`config.mk`:
```
export PLATFORM = sky130hd
export DESIGN_NAME = fat_boot_sector_geometry_check
export DESIGN_NICKNAME = d
export VERILOG_FILES = /design/src/rtl/fbsg_pkg.sv /design/src/rtl/fat_boot_sector_geometry_check.sv /design/src/rtl/fbsg_eval.sv
export SDC_FILE = /design/constraint.sdc
export NUM_CORES = 1
export LEC_CHECK = 0
export ABC_AREA = 0
export ABC_CLOCK_PERIOD_IN_PS = 29700
export BUFFER_PORTS_ARGS = -buffer_cell sky130_fd_sc_hd__buf_2
export CAP_MARGIN = 20
export CORE_MARGIN = 2
export CORE_UTILIZATION = 29
export DETAILED_ROUTE_END_ITERATION = 16
export SETUP_SLACK_MARGIN = 0.2
export SLEW_MARGIN = 20
export SYNTH_ARGS = -nofsm -noshare
export SYNTH_HDL_FRONTEND = slang
export SYNTH_HIERARCHICAL = 1
export SYNTH_SLANG_ARGS = --single-unit
```
`constraint.sdc`:
```
create_clock -name clk -period 29.7 [get_ports clk]
set_clock_uncertainty 0.15 [all_clocks]
set_input_delay 2.97 -clock clk [delete_from_list [all_inputs] [get_ports clk]]
set_output_delay 2.97 -clock clk [all_outputs]
set_load 0.01 [all_outputs]
```
`src/rtl/fbsg_pkg.sv`:
```
// Types and constants shared by the FAT boot sector geometry check.
// No dependencies.
`default_nettype none

package fbsg_pkg;

	typedef enum logic [3:0] {
		ST_OK            = 4'd0,
		ST_BAD_SECTOR    = 4'd1,
		ST_SIZE_MISMATCH = 4'd2,
		ST_BAD_CLUSTER   = 4'd3,
		ST_ROOT_COUNT    = 4'd4,
		ST_TOTALS        = 4'd5,
		ST_FAT_ZERO      = 4'd6,
		ST_KIND_MISMATCH = 4'd7,
		ST_PARTITION     = 4'd8
	} status_t;

	typedef enum logic [1:0] {
		KIND_FAT12 = 2'd0,
		KIND_FAT16 = 2'd1,
		KIND_FAT32 = 2'd2
	} kind_t;

	localparam logic [7:0] PTYPE_FAT12       = 8'd1;
	localparam logic [7:0] PTYPE_FAT16_SMALL = 8'd4;
	localparam logic [7:0] PTYPE_FAT16       = 8'd6;
	localparam logic [7:0] PTYPE_FAT32       = 8'd11;
	localparam logic [7:0] PTYPE_FAT32_LBA   = 8'd12;

	localparam logic [31:0] FAT12_LIMIT = 32'd4085;
	localparam logic [31:0] FAT16_LIMIT = 32'd65525;

	localparam logic [3:0] LOG2_SECTOR_MIN = 4'd9;

	typedef struct packed {
		logic [15:0] sector_size_bytes;
		logic [7:0]  sectors_per_cluster;
		logic [15:0] root_entry_count;
		logic [15:0] total_sectors_short;
		logic [31:0] total_sectors_long;
		logic [15:0] fat_size_short;
		logic [31:0] fat_size_long;
		logic [15:0] reserved_sector_count;
		logic [7:0]  fat_copies;
		logic [7:0]  part_type_code;
		logic [3:0]  disk_log2_sector_size;
	} geom_req_t;

	typedef struct packed {
		status_t     status;
		kind_t       fs_kind;
		logic [3:0]  log2_sector_bytes;
		logic [2:0]  log2_cluster_sectors;
		logic [12:0] root_dir_sectors;
		logic [31:0] data_start_sector;
		logic [31:0] total_sectors_used;
		logic [31:0] data_cluster_count;
	} geom_res_t;

endpackage

`default_nettype wire

```
`src/rtl/fat_boot_sector_geometry_check.sv`:
```
// Top level of the FAT boot sector geometry check: request and result registers.
// Depends on fbsg_pkg and fbsg_eval.
//
//   channel  handshake            payload
//   in       in_valid / in_stall  boot sector fields, partition type, disk log2 size
//   out      out_valid / out_stall status, kind, geometry, cluster count
//
// A request passes from the request register to the result register; one request per cycle unless the result stalls.
// The check runs as one pass of logic between the request and result registers.
// Reset clears both valid flags; no clearing pass is needed.
// A stalled result holds; in_stall rises only when both registers are full.
`default_nettype none

module fat_boot_sector_geometry_check (
	input  wire logic        clk,
	input  wire logic        arst_n,
	input  wire logic        in_valid,
	output logic             in_stall,
	input  wire logic [15:0] sector_size_bytes,
	input  wire logic [7:0]  sectors_per_cluster,
	input  wire logic [15:0] root_entry_count,
	input  wire logic [15:0] total_sectors_short,
	input  wire logic [31:0] total_sectors_long,
	input  wire logic [15:0] fat_size_short,
	input  wire logic [31:0] fat_size_long,
	input  wire logic [15:0] reserved_sector_count,
	input  wire logic [7:0]  fat_copies,
	input  wire logic [7:0]  part_type_code,
	input  wire logic [3:0]  disk_log2_sector_size,
	output logic             out_valid,
	input  wire logic        out_stall,
	output logic [3:0]       status,
	output logic [1:0]       fs_kind,
	output logic [3:0]       log2_sector_bytes,
	output logic [2:0]       log2_cluster_sectors,
	output logic [12:0]      root_dir_sectors,
	output logic [31:0]      data_start_sector,
	output logic [31:0]      total_sectors_used,
	output logic [31:0]      data_cluster_count
);
	import fbsg_pkg::*;

	logic      valid_s1;
	geom_req_t req_s1;
	logic      valid_s2;
	geom_res_t res_s2;
	geom_res_t res_comb;
	logic      adv_s2;

	assign adv_s2   = !valid_s2 || !out_stall;
	assign in_stall = valid_s1 && !adv_s2;

	always_ff @(posedge clk or negedge arst_n) begin
		if (!arst_n) begin
			valid_s1 <= 1'b0;
		end else if (!in_stall) begin
			valid_s1 <= in_valid;
		end
	end

	always_ff @(posedge clk) begin
		if (in_valid && !in_stall) begin
			req_s1.sector_size_bytes     <= sector_size_bytes;
			req_s1.sectors_per_cluster   <= sectors_per_cluster;
			req_s1.root_entry_count      <= root_entry_count;
			req_s1.total_sectors_short   <= total_sectors_short;
			req_s1.total_sectors_long    <= total_sectors_long;
			req_s1.fat_size_short        <= fat_size_short;
			req_s1.fat_size_long         <= fat_size_long;
			req_s1.reserved_sector_count <= reserved_sector_count;
			req_s1.fat_copies            <= fat_copies;
			req_s1.part_type_code        <= part_type_code;
			req_s1.disk_log2_sector_size <= disk_log2_sector_size;
		end
	end

	fbsg_eval u_eval (
		.req (req_s1),
		.res (res_comb)
	);

	always_ff @(posedge clk or negedge arst_n) begin
		if (!arst_n) begin
			valid_s2 <= 1'b0;
		end else if (adv_s2) begin
			valid_s2 <= valid_s1;
		end
	end

	always_ff @(posedge clk) begin
		if (valid_s1 && adv_s2) begin
			res_s2 <= res_comb;
		end
	end

	assign out_valid            = valid_s2;
	assign status               = res_s2.status;
	assign fs_kind              = res_s2.fs_kind;
	assign log2_sector_bytes    = res_s2.log2_sector_bytes;
	assign log2_cluster_sectors = res_s2.log2_cluster_sectors;
	assign root_dir_sectors     = res_s2.root_dir_sectors;
	assign data_start_sector    = res_s2.data_start_sector;
	assign total_sectors_used   = res_s2.total_sectors_used;
	assign data_cluster_count   = res_s2.data_cluster_count;

	a_no_overwrite: assert property (@(posedge clk) disable iff (!arst_n)
		valid_s1 && valid_s2 && out_stall |-> in_stall)
		else $error("request register overwritten while result is stalled");

	a_accept_fills: assert property (@(posedge clk) disable iff (!arst_n)
		in_valid && !in_stall |=> valid_s1)
		else $error("accepted request lost");

	a_ok_sector_range: assert property (@(posedge clk) disable iff (!arst_n)
		out_valid && status == ST_OK |->
			log2_sector_bytes >= LOG2_SECTOR_MIN && log2_sector_bytes <= 4'd12)
		else $error("ok result with sector size out of range");

	a_error_zero: assert property (@(posedge clk) disable iff (!arst_n)
		out_valid && status != ST_OK |->
			fs_kind == 2'd0 && root_dir_sectors == 13'd0 && data_start_sector == 32'd0 &&
			data_cluster_count == 32'd0 && total_sectors_used == 32'd0)
		else $error("error result carries nonzero fields");

endmodule

`default_nettype wire

```
`src/rtl/fbsg_eval.sv`:
```
// Combinational check of one boot sector request: field checks, geometry and kind.
// Depends on fbsg_pkg.
`default_nettype none

module fbsg_eval (
	input  fbsg_pkg::geom_req_t req,
	output fbsg_pkg::geom_res_t res
);
	import fbsg_pkg::*;

	logic        bps_ok;
	logic [3:0]  lbps;
	logic        spc_ok;
	logic [2:0]  lspc;
	logic        want32;
	status_t     pre_status;
	status_t     fin_status;
	logic [31:0] fat_sectors;
	logic [31:0] total;
	logic [21:0] root_num;
	logic [12:0] root;
	logic [39:0] fat_prod;
	logic [31:0] first;
	logic [31:0] diff;
	logic [31:0] clusters;
	kind_t       kind;

	always_comb begin
		bps_ok = 1'b1;
		unique case (req.sector_size_bytes)
			16'd512:  lbps = 4'd9;
			16'd1024: lbps = 4'd10;
			16'd2048: lbps = 4'd11;
			16'd4096: lbps = 4'd12;
			default: begin
				lbps   = 4'd0;
				bps_ok = 1'b0;
			end
		endcase
	end

	always_comb begin
		spc_ok = 1'b1;
		unique case (req.sectors_per_cluster)
			8'd1:   lspc = 3'd0;
			8'd2:   lspc = 3'd1;
			8'd4:   lspc = 3'd2;
			8'd8:   lspc = 3'd3;
			8'd16:  lspc = 3'd4;
			8'd32:  lspc = 3'd5;
			8'd64:  lspc = 3'd6;
			8'd128: lspc = 3'd7;
			default: begin
				lspc   = 3'd0;
				spc_ok = 1'b0;
			end
		endcase
	end

	assign want32 = (req.fat_size_short == 16'd0);

	always_comb begin
		pre_status  = ST_OK;
		fat_sectors = {16'd0, req.fat_size_short};
		total       = req.total_sectors_long;
		if (!bps_ok) begin
			pre_status = ST_BAD_SECTOR;
		end else if (req.disk_log2_sector_size != lbps) begin
			pre_status = ST_SIZE_MISMATCH;
		end else if (!spc_ok) begin
			pre_status = ST_BAD_CLUSTER;
		end else if (want32) begin
			if (req.root_entry_count != 16'd0) begin
				pre_status = ST_ROOT_COUNT;
			end else if (req.total_sectors_short != 16'd0) begin
				pre_status = ST_TOTALS;
			end else if (req.total_sectors_long == 32'd0) begin
				pre_status = ST_TOTALS;
			end else if (req.fat_size_long == 32'd0) begin
				pre_status = ST_FAT_ZERO;
			end else begin
				fat_sectors = req.fat_size_long;
			end
		end else begin
			if (req.root_entry_count == 16'd0) begin
				pre_status = ST_ROOT_COUNT;
			end else if (req.total_sectors_long == 32'd0) begin
				if (req.total_sectors_short == 16'd0) begin
					pre_status = ST_TOTALS;
				end else begin
					total = {16'd0, req.total_sectors_short};
				end
			end else if (req.total_sectors_short != 16'd0 &&
					{16'd0, req.total_sectors_short} != req.total_sectors_long) begin
				pre_status = ST_TOTALS;
			end
		end
	end

	assign root_num = {1'b0, req.root_entry_count, 5'd0}
		+ {6'd0, req.sector_size_bytes} - 22'd1;

	always_comb begin
		unique case (lbps)
			4'd9:    root = root_num[21:9];
			4'd10:   root = {1'b0, root_num[21:10]};
			4'd11:   root = {2'b0, root_num[21:11]};
			4'd12:   root = {3'b0, root_num[21:12]};
			default: root = root_num[21:9];
		endcase
	end

	assign fat_prod = {32'd0, req.fat_copies} * {8'd0, fat_sectors};
	assign first    = fat_prod[31:0] + {16'd0, req.reserved_sector_count} + {19'd0, root};
	assign diff     = total - first;
	assign clusters = diff >> lspc;

	always_comb begin
		if (clusters < FAT12_LIMIT) begin
			kind = KIND_FAT12;
		end else if (clusters < FAT16_LIMIT) begin
			kind = KIND_FAT16;
		end else begin
			kind = KIND_FAT32;
		end
	end

	always_comb begin
		fin_status = pre_status;
		if (pre_status == ST_OK) begin
			if (kind != KIND_FAT32) begin
				if (want32) begin
					fin_status = ST_KIND_MISMATCH;
				end else if (kind == KIND_FAT12 && req.part_type_code != PTYPE_FAT12) begin
					fin_status = ST_PARTITION;
				end else if (kind == KIND_FAT16 && req.part_type_code != PTYPE_FAT16_SMALL &&
						req.part_type_code != PTYPE_FAT16) begin
					fin_status = ST_PARTITION;
				end
			end else begin
				if (!want32) begin
					fin_status = ST_KIND_MISMATCH;
				end else if (req.part_type_code != PTYPE_FAT32 &&
						req.part_type_code != PTYPE_FAT32_LBA) begin
					fin_status = ST_PARTITION;
				end
			end
		end
	end

	always_comb begin
		res        = '0;
		res.status = fin_status;
		if (fin_status == ST_OK) begin
			res.fs_kind              = kind;
			res.log2_sector_bytes    = lbps;
			res.log2_cluster_sectors = lspc;
			res.root_dir_sectors     = root;
			res.data_start_sector    = first;
			res.total_sectors_used   = total;
			res.data_cluster_count   = clusters;
		end
	end

endmodule

`default_nettype wire
```
; After elaboration in Yosys (flattened, before gate mapping)
; Cells that the tools add are included.
[totals]
latch_bits = 0
romBits = 0
output_inout_bits = 124
mem_bits_rw = 0
n_memories = 0
in_bits = 176
register_bits = 296
[classes]
n_eq_ne = 24
muxes = 41
n_lt_le_gt_ge = 2
n_addsub = 5
n_reduce_logical = 25
shifts = 1
bitwise_logic = 0
div = 0
n_mul = 1
[op_table]
columns = cell, count
row1 = two-way mux 32 bit, 15
row2 = zero test 32 bit, 2
row3 = two-way mux 4 bit, 16
row4 = zero test 16 bit, 3
row5 = case mux 13 bit (3 select lines), 1
row6 = adder 32 x 13 -> 32 bit, 1
row7 = adder 32 x 16 -> 32 bit, 1
row8 = "< comparator 32 x 12 -> 1 bit, second input constant", 1
row9 = "< comparator 32 x 16 -> 1 bit, second input constant", 1
row10 = multiplier 8 x 32 -> 32 bit, 1
row11 = inequality test 16 x 32 -> 1 bit, 1
row12 = nonzero test 16 bit, 2
row13 = >> shifter 32 x 3 -> 32 bit, 1
row14 = subtractor 32 bit, 1
row15 = adder 21 x 16 -> 22 bit, 1
row16 = "subtractor 22 x 1 -> 22 bit, second input constant", 1
row17 = case mux 3 bit (7 select lines), 1
row18 = "== test 16 x 10 -> 1 bit, second input constant", 1
row19 = "== test 16 x 11 -> 1 bit, second input constant", 1
row20 = "== test 16 x 12 -> 1 bit, second input constant", 1
row21 = "== test 16 x 13 -> 1 bit, second input constant", 1
row22 = "inequality test 8 x 3 -> 1 bit, second input constant", 2
row23 = "inequality test 8 x 4 -> 1 bit, second input constant", 2
row24 = case mux 4 bit (4 select lines), 1
row25 = other kinds (23), 40

; Logic depth before layout (Yosys ltp)
; Gate-level depths: netlist of the first run.
[depth]
ltp_word = 26
mapped_depth = 58
depth_no_buf = 51

; Hierarchy
; Netlist of the first run, hierarchy kept.
[by_module_without_submodules]
columns = mod, cells_per_inst, seq_area_each_um2, area_per_inst_um2, n_inst
row1 = fbsg_eval, 2126, 0.0, 15561.2, 1
row2 = fat_boot_sector_geometry_check, 302, 8878.5, 8921.1, 1

; Worst setup path before layout of the first run
; No wires, ideal clock.
[synth_path]
kind = input to register
from = input out_stall
to = register res_s2, in the netlist data_cluster_count[0], enable pin
setup_ns = 0.790
path_slack_ns = 17.005
stages = 1
t_required_ns = 28.760
arrival_time_ns = 11.755
path_cell_list = a21boi_0
[synth_between]
elab_chain_len = 3
[synth_rtl]
columns = item, line
row1 = from (decl), fat_boot_sector_geometry_check.sv:31  ; input wire logic out_stall,
row2 = zero test 1 bit, fat_boot_sector_geometry_check.sv:50  ; assign adv_s2 = !valid_s2 || !out_stall;
row3 = logical OR 1 bit, fat_boot_sector_geometry_check.sv:50
row4 = logical AND 1 bit, fat_boot_sector_geometry_check.sv:91  ; if (valid_s1 && adv_s2) begin
row5 = to (signal assigned), fat_boot_sector_geometry_check.sv:92  ; res_s2 <= res_comb;
row6 = to (decl), fat_boot_sector_geometry_check.sv:46  ; geom_res_t res_s2;
; Every way passes these cells.
; A chain may end at the register's enable or synchronous reset.

; Final worst setup path of the first run
[layout_path]
from = register req_s1[159] (netlist bit)
to = register res_s2, in the netlist total_sectors_used[22], data pin
[layout_between]
elab_chain_len = 22
word_cells_on_any_way = 44
cone_classes = add/sub: 5 / mul: 1 / order compare: 2 / eq/ne: 10 / shift: 1 / mux: 18 / reduce/logical: 7
[layout_rtl]
columns = item, line
row1 = from (decl), fat_boot_sector_geometry_check.sv:44  ; geom_req_t req_s1;
row2 = == test 16 x 13 -> 1 bit (tied with other cells), fbsg_eval.sv:30  ; unique case (req.sector_size_bytes)
row3 = case mux 4 bit (4 select lines), fbsg_eval.sv:30
row4 = inequality test 4 bit, fbsg_eval.sv:68  ; end else if (req.disk_log2_sector_size != lbps) begin
row5 = two-way mux 32 bit, fbsg_eval.sv:68
row6 = two-way mux 32 bit, fbsg_eval.sv:66  ; if (!bps_ok) begin
row7 = multiplier 8 x 32 -> 32 bit, fbsg_eval.sv:113  ; assign fat_prod = {32'd0, req.fat_copies} * {8'd0, fat_sectors};
row8 = adder 32 x 16 -> 32 bit, fbsg_eval.sv:114  ; assign first = fat_prod[31:0] + {16'd0, req.reserved_sector_count} + {19'd0, root};
row9 = adder 32 x 13 -> 32 bit, fbsg_eval.sv:114
row10 = [5 not listed], -
row11 = == test 2 x 1 -> 1 bit, fbsg_eval.sv:136  ; end else if (kind == KIND_FAT16 && req.part_type_code != PTYPE_FAT16_SMALL &&
row12 = logical AND 1 bit (2 in series), fbsg_eval.sv:136
row13 = two-way mux 4 bit, fbsg_eval.sv:136
row14 = two-way mux 4 bit, fbsg_eval.sv:134  ; end else if (kind == KIND_FAT12 && req.part_type_code != PTYPE_FAT12) begin
row15 = two-way mux 4 bit, fbsg_eval.sv:132  ; if (want32) begin
row16 = two-way mux 4 bit, fbsg_eval.sv:131  ; if (kind != KIND_FAT32) begin
row17 = two-way mux 4 bit, fbsg_eval.sv:130  ; if (pre_status == ST_OK) begin
row18 = zero test 4 bit, fbsg_eval.sv:154  ; if (fin_status == ST_OK) begin
; Parallel ways exist; a longest one is shown, timed or not.

==> results.py, run 1 <==
metrics = {
    "critical_path": {
        "required_worst_endpoint_ns": 29.84,
        "end_kind": "register",
        "crit_arrival_ns": 15.29,
        "cpMaxStageDelayCell": "sky130_fd_sc_hd__nor4_1",
        "critical_path.max_stage_delay_ns": 0.79,
        "worstPathMaxFanout": 84,
        "crit-reg2reg-launch": "req_s1[159]$_DFFE_PP_",
        "path_buf_inv": 7,
        "r2r_slack_ns": 14.55,
        "critPathLaunchType": "register",
        "critPathKind": "reg -> reg",
        "critical_path_cell_count": 50,
        "r2r_end": "total_sectors_used[22]$_DFFE_PP_",
        "reg2regPathDepth": 50,
        "crit_family": "compound AO/OA/AOI/OAI gates",
    },
    "min_path": {
        "timing.hold.worst.start": "valid_s1$_DFFE_PN0N_",
        "hold_class": "reg -> reg",
        "hold_crit_depth": 1,
        "hold_end": "out_valid$_DFFE_PN0P_",
    },
    "finish": {
        "final_util": 0.3391,
        "layout-area-overhead-vs-synth_pct": 15.73,
        "fraction_of_layout_cells_with_a_size_suffix_above_1": 0.1642,
        "total_non_filler_cell_area_in_the_finished_layout_um2": 28330,
        "finish.net_count": 3177,
    },
    "cts": {
        "holdBufCountCts": 0,
        "clock-sinks": 296,
        "worst_skew_pair.late_latency_ns": 0.58,
        "resized_cells_post_cts": 0,
        "post_cts_setup_buffer_count": 0,
        "clockRootBuffer": "sky130_fd_sc_hd__clkbuf_16",
        "number_of_buffers_between_clock_root_and_the_deepest_sink": 3,
        "tritoncts": "done",
        "clk_slew_on_worst_s_h_paths_ns": 0.06,
        "cts_buffer_count": 37,
        "htreeDepth": 2,
    },
    "grt": {
        "grt_overflow_total": 0,
        "pin_count_of_the_biggest_net_entering_global_routing": 85,
        "first_global_vias": 18230,
        "grt_pass1_wl_um": 108500,
        "grt_usage": 0.1623,
        "antenna_found_initial": 4,
    },
    "timing": {
        "rsz0062_at_grt": "false",
        "worst_pin_slew_ns": 0.9167,
        "finalSetupViolations": 0,
        "timing_hold_violations_final": 0,
        "timing.fmax_mhz": 65.99,
        "period_minus_slack_ns": 15.15,
        "fin_crit_sh": 0.5102,
        "worst_slack_ns": 14.55,
        "maxSlewViolCount": 0,
        "relSlewSlack": 0.3889,
        "fin_setup_tns_ns": 0,
    },
    "logic_synthesis": {
        "synth_area_per_cell_um2": 10.08,
        "synth_flop_cell": "sky130_fd_sc_hd__edfxtp_1",
        "synth.yosys.warnings": 6,
        "synthesis.area_um2": 24480,
        "syn_nets": 2922,
        "synthesis_stage_register_bit_count": 296,
        "synth_cell_types": 106,
        "synth_seq_area_share": 0.3627,
        "ys_async_sr_fraction": 0.006757,
        "syn-instance-count": 2428,
        "count_of_flip_flops_with_a_built_in_enable_after_synthesis": 294,
    },
    "routing": {
        "antenna_violating_nets_post_route": 0,
        "via_count": 18680,
        "avgViaCountPerCell": 4.924,
        "first_pass_iters": 5,
        "detail_route.wirelength_um": 71700,
        "wl_per_cell_um": 18.90,
        "drtIter0Drc": 1476,
        "drc_errors": 0,
    },
    "placed_design": {
        "placed_cell_area_um2": 27070,
        "place.gp.congestion": 0.8855,
        "detailedPlace.worstSlack_ns": 14.63,
        "dpl.hpwl_um": 56520,
        "placement.io_buffers": 299,
    },
    "outcome": {
        "status": "complete, no violations",
    },
    "job": {
        "maxCapViolations": 0,
    },
    "die": {
        "placementRows": 106,
        "starting_density_of_the_core": 0.2930,
        "placeableCoreArea_um2": 83560,
        "dieArea_um2": 86760,
        "die_width_um": 294.6,
        "boundaryPins": 300,
        "die_y_um": 294.6,
    },
}
==> per-stage QoR <==
stage	std cells	hold slack [ns]
floorplan	2428	0.3167
global placement	3724	0.3320
detailed placement	3724	0.3461
CTS	3790	0.3589
global route	3792	0.3783
finish	3793	0.3541
==> worst max-delay path by stage <==
stage,start,endpoint,slack [ns]
2_1_floorplan,out_stall,data_cluster_count[0]$_DFFE_PP_,17.00
3_3_place_gp,req_s1[158]$_DFFE_PP_,root_dir_sectors[0]$_DFFE_PP_,15.03
3_5_place_dp,req_s1[158]$_DFFE_PP_,total_sectors_used[13]$_DFFE_PP_,14.63
4_1_cts,req_s1[158]$_DFFE_PP_,total_sectors_used[27]$_DFFE_PP_,14.62
5_1_grt,req_s1[159]$_DFFE_PP_,data_start_sector[31]$_DFFE_PP_,13.53
6_report,req_s1[159]$_DFFE_PP_,total_sectors_used[22]$_DFFE_PP_,14.55
==> routing by layer <==
layer	GRT usage	share of wire	vias up
li1	-	-	9027
met1	0.2253	0.46	9001
met2	0.2668	0.47	567
met3	0.02149	0.054	80
met4	0.04032	0.022	2
met5	0	0.00018	-
==> logic make-up after synthesis <==
kind of cell | count (synthesis) | synth area share
buffers and inverters | 418 | 0.06731
AND/OR/NAND/NOR | 796 | 0.1673
multiplexers | 22 | 0.009710
adder cells (fa/ha/maj) | 323 | 0.2205
AO/OA/AOI/OAI | 476 | 0.1361
XOR/XNOR | 97 | 0.03644
flip-flops | 296 | 0.3627
==> layout by cell type (no fill, tap or decap), drive strengths merged, types with 7 or more instances in the layout <==
cell type	count
and2	65
nor3b	10
a2111oi	7
nor2	173
a21oi	125
ha	136
o211a	10
a21o	51
o21a	13
o2111ai	7
o221ai	8
o31ai	10
nand3	37
or2	14
nor2b	56
a21boi	8
nor3	46
mux2i	17
clkinv	18
xor2	42
inv	316
o21bai	7
or3	14
a31oi	16
clkbuf	39
nor4	43
nand4	22
buf	321
and3	72
a211oi	30
o211ai	26
edfxtp	294
xnor2	53
nand2	190
o21ai	72
fa	182
a22oi	10
nand2b	30
==> Yosys cell counts, drive strengths merged (17+ instances only) <==
library cell / count / area (µm²)
a21o: 51 / 384.1
nor4: 43 / 290.3
nand3: 37 / 190.2
xnor2: 53 / 471.7
fa: 182 / 3643
clkbuf: 81 / 304.0
o21ai: 72 / 364.1
mux2i: 17 / 170.2
edfxtp: 294 / 8828
o211ai: 26 / 205.2
a21oi: 125 / 633.1
nor2b: 56 / 350.3
xor2: 42 / 375.4
a211oi: 30 / 245.2
nand4: 22 / 143.9
and3: 72 / 450.4
nor2: 173 / 651.9
and2: 65 / 406.6
inv: 313 / 1175
nor3: 46 / 240.2
nand2: 190 / 713.2
ha: 136 / 1702
buf: 24 / 168.9
nand2b: 30 / 187.7
==> worst reg2reg max path: cells and delay by family (launching register included) <==
family / cells / cell delay, ns
xor gates and xnor gates: 3 / 0.74
adders and majority gates: 9 / 3.41
DFF: 1 / 0.39
buffers and inverters: 7 / 1.99
and+or+nand+nor: 15 / 4.02
AOI/OAI and AO/OA: 16 / 4.21
==> state kept, by name (all words and copies together), names as in the netlist <==
name                  count
data_cluster_count       32
data_start_sector        32
fs_kind                   2
log2_cluster_sectors      3
log2_sector_bytes         4
out_valid                 1
req_s1                  172
root_dir_sectors         13
status                    4
total_sectors_used       32
valid_s1                  1
==> final cells by class <==
class                      instances  area, µm²
fill                            8530      55220
clock buffer                      39      933.4
antenna                            3      7.507
inverter                         313       1175
sequential                       296       8879
tap                             1080       1351
timing repair buffer             321       1662
multi-input combinational       1714      14000
clock inverter                    27      324.1
Power of run 1 is left out: the tool's default activity adds up to more than one toggle a clock period on the data nets, which glitch-free logic cannot reach.
==> inputs of run 2 (changes only) <==
- ABC_CLOCK_PERIOD_IN_PS: 29700 -> 12700
- clock period: 29.7 -> 12.7 ns (I/O delays scaled with it)
==> results.py, run 2 (synthesized netlist as in run 1, its figures left out) <==
metrics = {
    "timing": {
        "timing_hold_violations_final": 0,
        "worst_pin_slew_ns": 1.186,
        "period_minus_slack_ns": 12.02,
        "finalSetupViolations": 0,
        "maxSlewViolCount": 0,
        "fin_crit_sh": 0.9467,
        "rsz0062_at_grt": "false",
        "timing.fmax_mhz": 83.18,
        "relSlewSlack": 0.2073,
    },
    "grt": {
        "grt_usage": 0.1653,
        "antenna_found_initial": 4,
        "pin_count_of_the_biggest_net_entering_global_routing": 71,
        "grt_pass1_wl_um": 111000,
        "grt_util_met1": 0.2277,
        "global_route.peak_usage_layer": "met2",
        "grt_overflow_total": 0,
        "first_global_vias": 18740,
        "grt_use_met2": 0.2666,
        "use_met3": 0.02353,
    },
    "finish": {
        "largest_register_ffs": 172,
        "fraction_of_layout_cells_with_a_size_suffix_above_1": 0.2130,
        "diodes": 0,
        "fillers": 8487,
        "layout-area-overhead-vs-synth_pct": 20.52,
        "layout.cells.most_common_list": "sky130_fd_sc_hd__inv_1, sky130_fd_sc_hd__buf_2, sky130_fd_sc_hd__edfxtp_1",
        "finish.net_count": 3270,
        "mostFrequentLayoutCell": "sky130_fd_sc_hd__inv_1",
        "total_non_filler_cell_area_in_the_finished_layout_um2": 29510,
        "top_register": "req_s1",
        "post_layout_nonfiller_instances": 3883,
    },
    "die": {
        "dieArea_um2": 86760,
        "boundaryPins": 300,
        "starting_density_of_the_core": 0.2930,
        "placementRows": 106,
        "die_y_um": 294.6,
        "placeableCoreArea_um2": 83560,
        "die_width_um": 294.6,
    },
    "critical_path": {
        "end_kind": "register",
        "crit_arrival_ns": 12.23,
        "cp_common_cell": "sky130_fd_sc_hd__buf_4",
        "required_worst_endpoint_ns": 12.91,
        "cpMaxStageDelayCell": "sky130_fd_sc_hd__nor4_1",
        "critPathKind": "reg -> reg",
        "worstPathMaxFanout": 12,
        "critPathLaunchType": "register",
        "critical_path.max_stage_delay_ns": 0.63,
    },
    "placed_design": {
        "dpl.cell_count": 3782,
        "placed_cell_area_um2": 27520,
        "place.gp.congestion": 0.9019,
        "placement.io_buffers": 299,
        "dpl.hpwl_um": 56500,
    },
    "routing": {
        "drc_errors": 0,
        "avgViaCountPerCell": 4.957,
        "via_count": 19250,
        "detail_route.wirelength_um": 73680,
        "antenna_violating_nets_post_route": 0,
        "wl_per_cell_um": 18.98,
        "drtIter0Drc": 1307,
        "first_pass_iters": 5,
    },
    "cts": {
        "htreeDepth": 2,
        "clk_slew_on_worst_s_h_paths_ns": 0.07,
        "clockRootBuffer": "sky130_fd_sc_hd__clkbuf_16",
        "tritoncts": "done",
        "clock-sinks": 296,
        "cts_buffer_count": 36,
        "number_of_buffers_between_clock_root_and_the_deepest_sink": 3,
        "worst_skew_pair.late_latency_ns": 0.59,
    },
    "job": {
        "maxCapViolations": 0,
    },
    "outcome": {
        "status": "complete, no violations",
    },
    "min_path": {
        "hold_class": "in -> async",
    },
}
## run 2: worst max-delay path, delay by kind of cell (launching register included)
family | cells | cell delay [ns]
buffers and inverters | 12 | 1.46
XOR/XNOR | 2 | 0.38
adder cells (fa/ha/maj) | 8 | 3.25
AND/OR/NAND/NOR | 14 | 3.06
AO/OA/AOI/OAI | 13 | 2.94
flip-flops | 1 | 0.55
## run 2: area by class of cell
| cell class | instances | area [µm²] | area share |
|---|---|---|---|
| clock buffer | 39 | 912.1 | 0.03091 |
| clock inverter | 26 | 249.0 | 0.008439 |
| inverter | 313 | 1175 | 0.03982 |
| multi-input combinational | 1714 | 14400 | 0.4882 |
| sequential | 296 | 8879 | 0.3009 |
| tap | 1080 | 1351 | 0.04580 |
| timing repair buffer | 415 | 2536 | 0.08596 |
## run 2: timing repair
action | in CTS | in global routing
hold buffers | 0 | 0
resized for setup | 7 | 78
gates cloned | 1 | 5
buffers inserted | 4 | 26
pin swaps | 3 | 31
endpoints found under the setup margin | 121 | 122
## run 2: per-layer routing
metal | up-vias | wire length (µm)
met5 | - | 37
met4 | 6 | 2139
met3 | 99 | 3572
met2 | 555 | 34270
met1 | 9385 | 33660
li1 | 9202 | -
## run 2: metrics by stage
stage	TNS, ns	worst slack [ns]	util	hold slack, ns
after floorplan	0	0.6076	-	0.3167
after global placement	-0.02697	-0.02697	0.3294	0.3410
after detailed placement	-9.272	-0.1816	0.3294	0.3429
after CTS	0	0.2283	0.3447	0.2631
after global routing	0	0.1133	0.3531	0.2704
final	0	0.6772	0.3531	0.3009
## run 2: worst paths after layout
path | to | slack, ns | start | depth (start not counted)
hold / removal | valid_s1$_DFFE_PN0N_ | 0.30 | arst_n | 1
max in group asynchronous | out_valid$_DFFE_PN0P_ | 12.01 | arst_n | 1
min in group clk | out_valid$_DFFE_PN0P_ | 0.35 | valid_s1$_DFFE_PN0N_ | 1
hold reg to reg | out_valid$_DFFE_PN0P_ | 0.35 | valid_s1$_DFFE_PN0N_ | 1
setup / recovery | data_cluster_count[9]$_DFFE_PP_ | 0.68 | req_s1[102]$_DFFE_PP_ | 49
setup reg to reg | data_cluster_count[9]$_DFFE_PP_ | 0.68 | req_s1[102]$_DFFE_PP_ | 49
Power of run 2 is left out for the same reason.
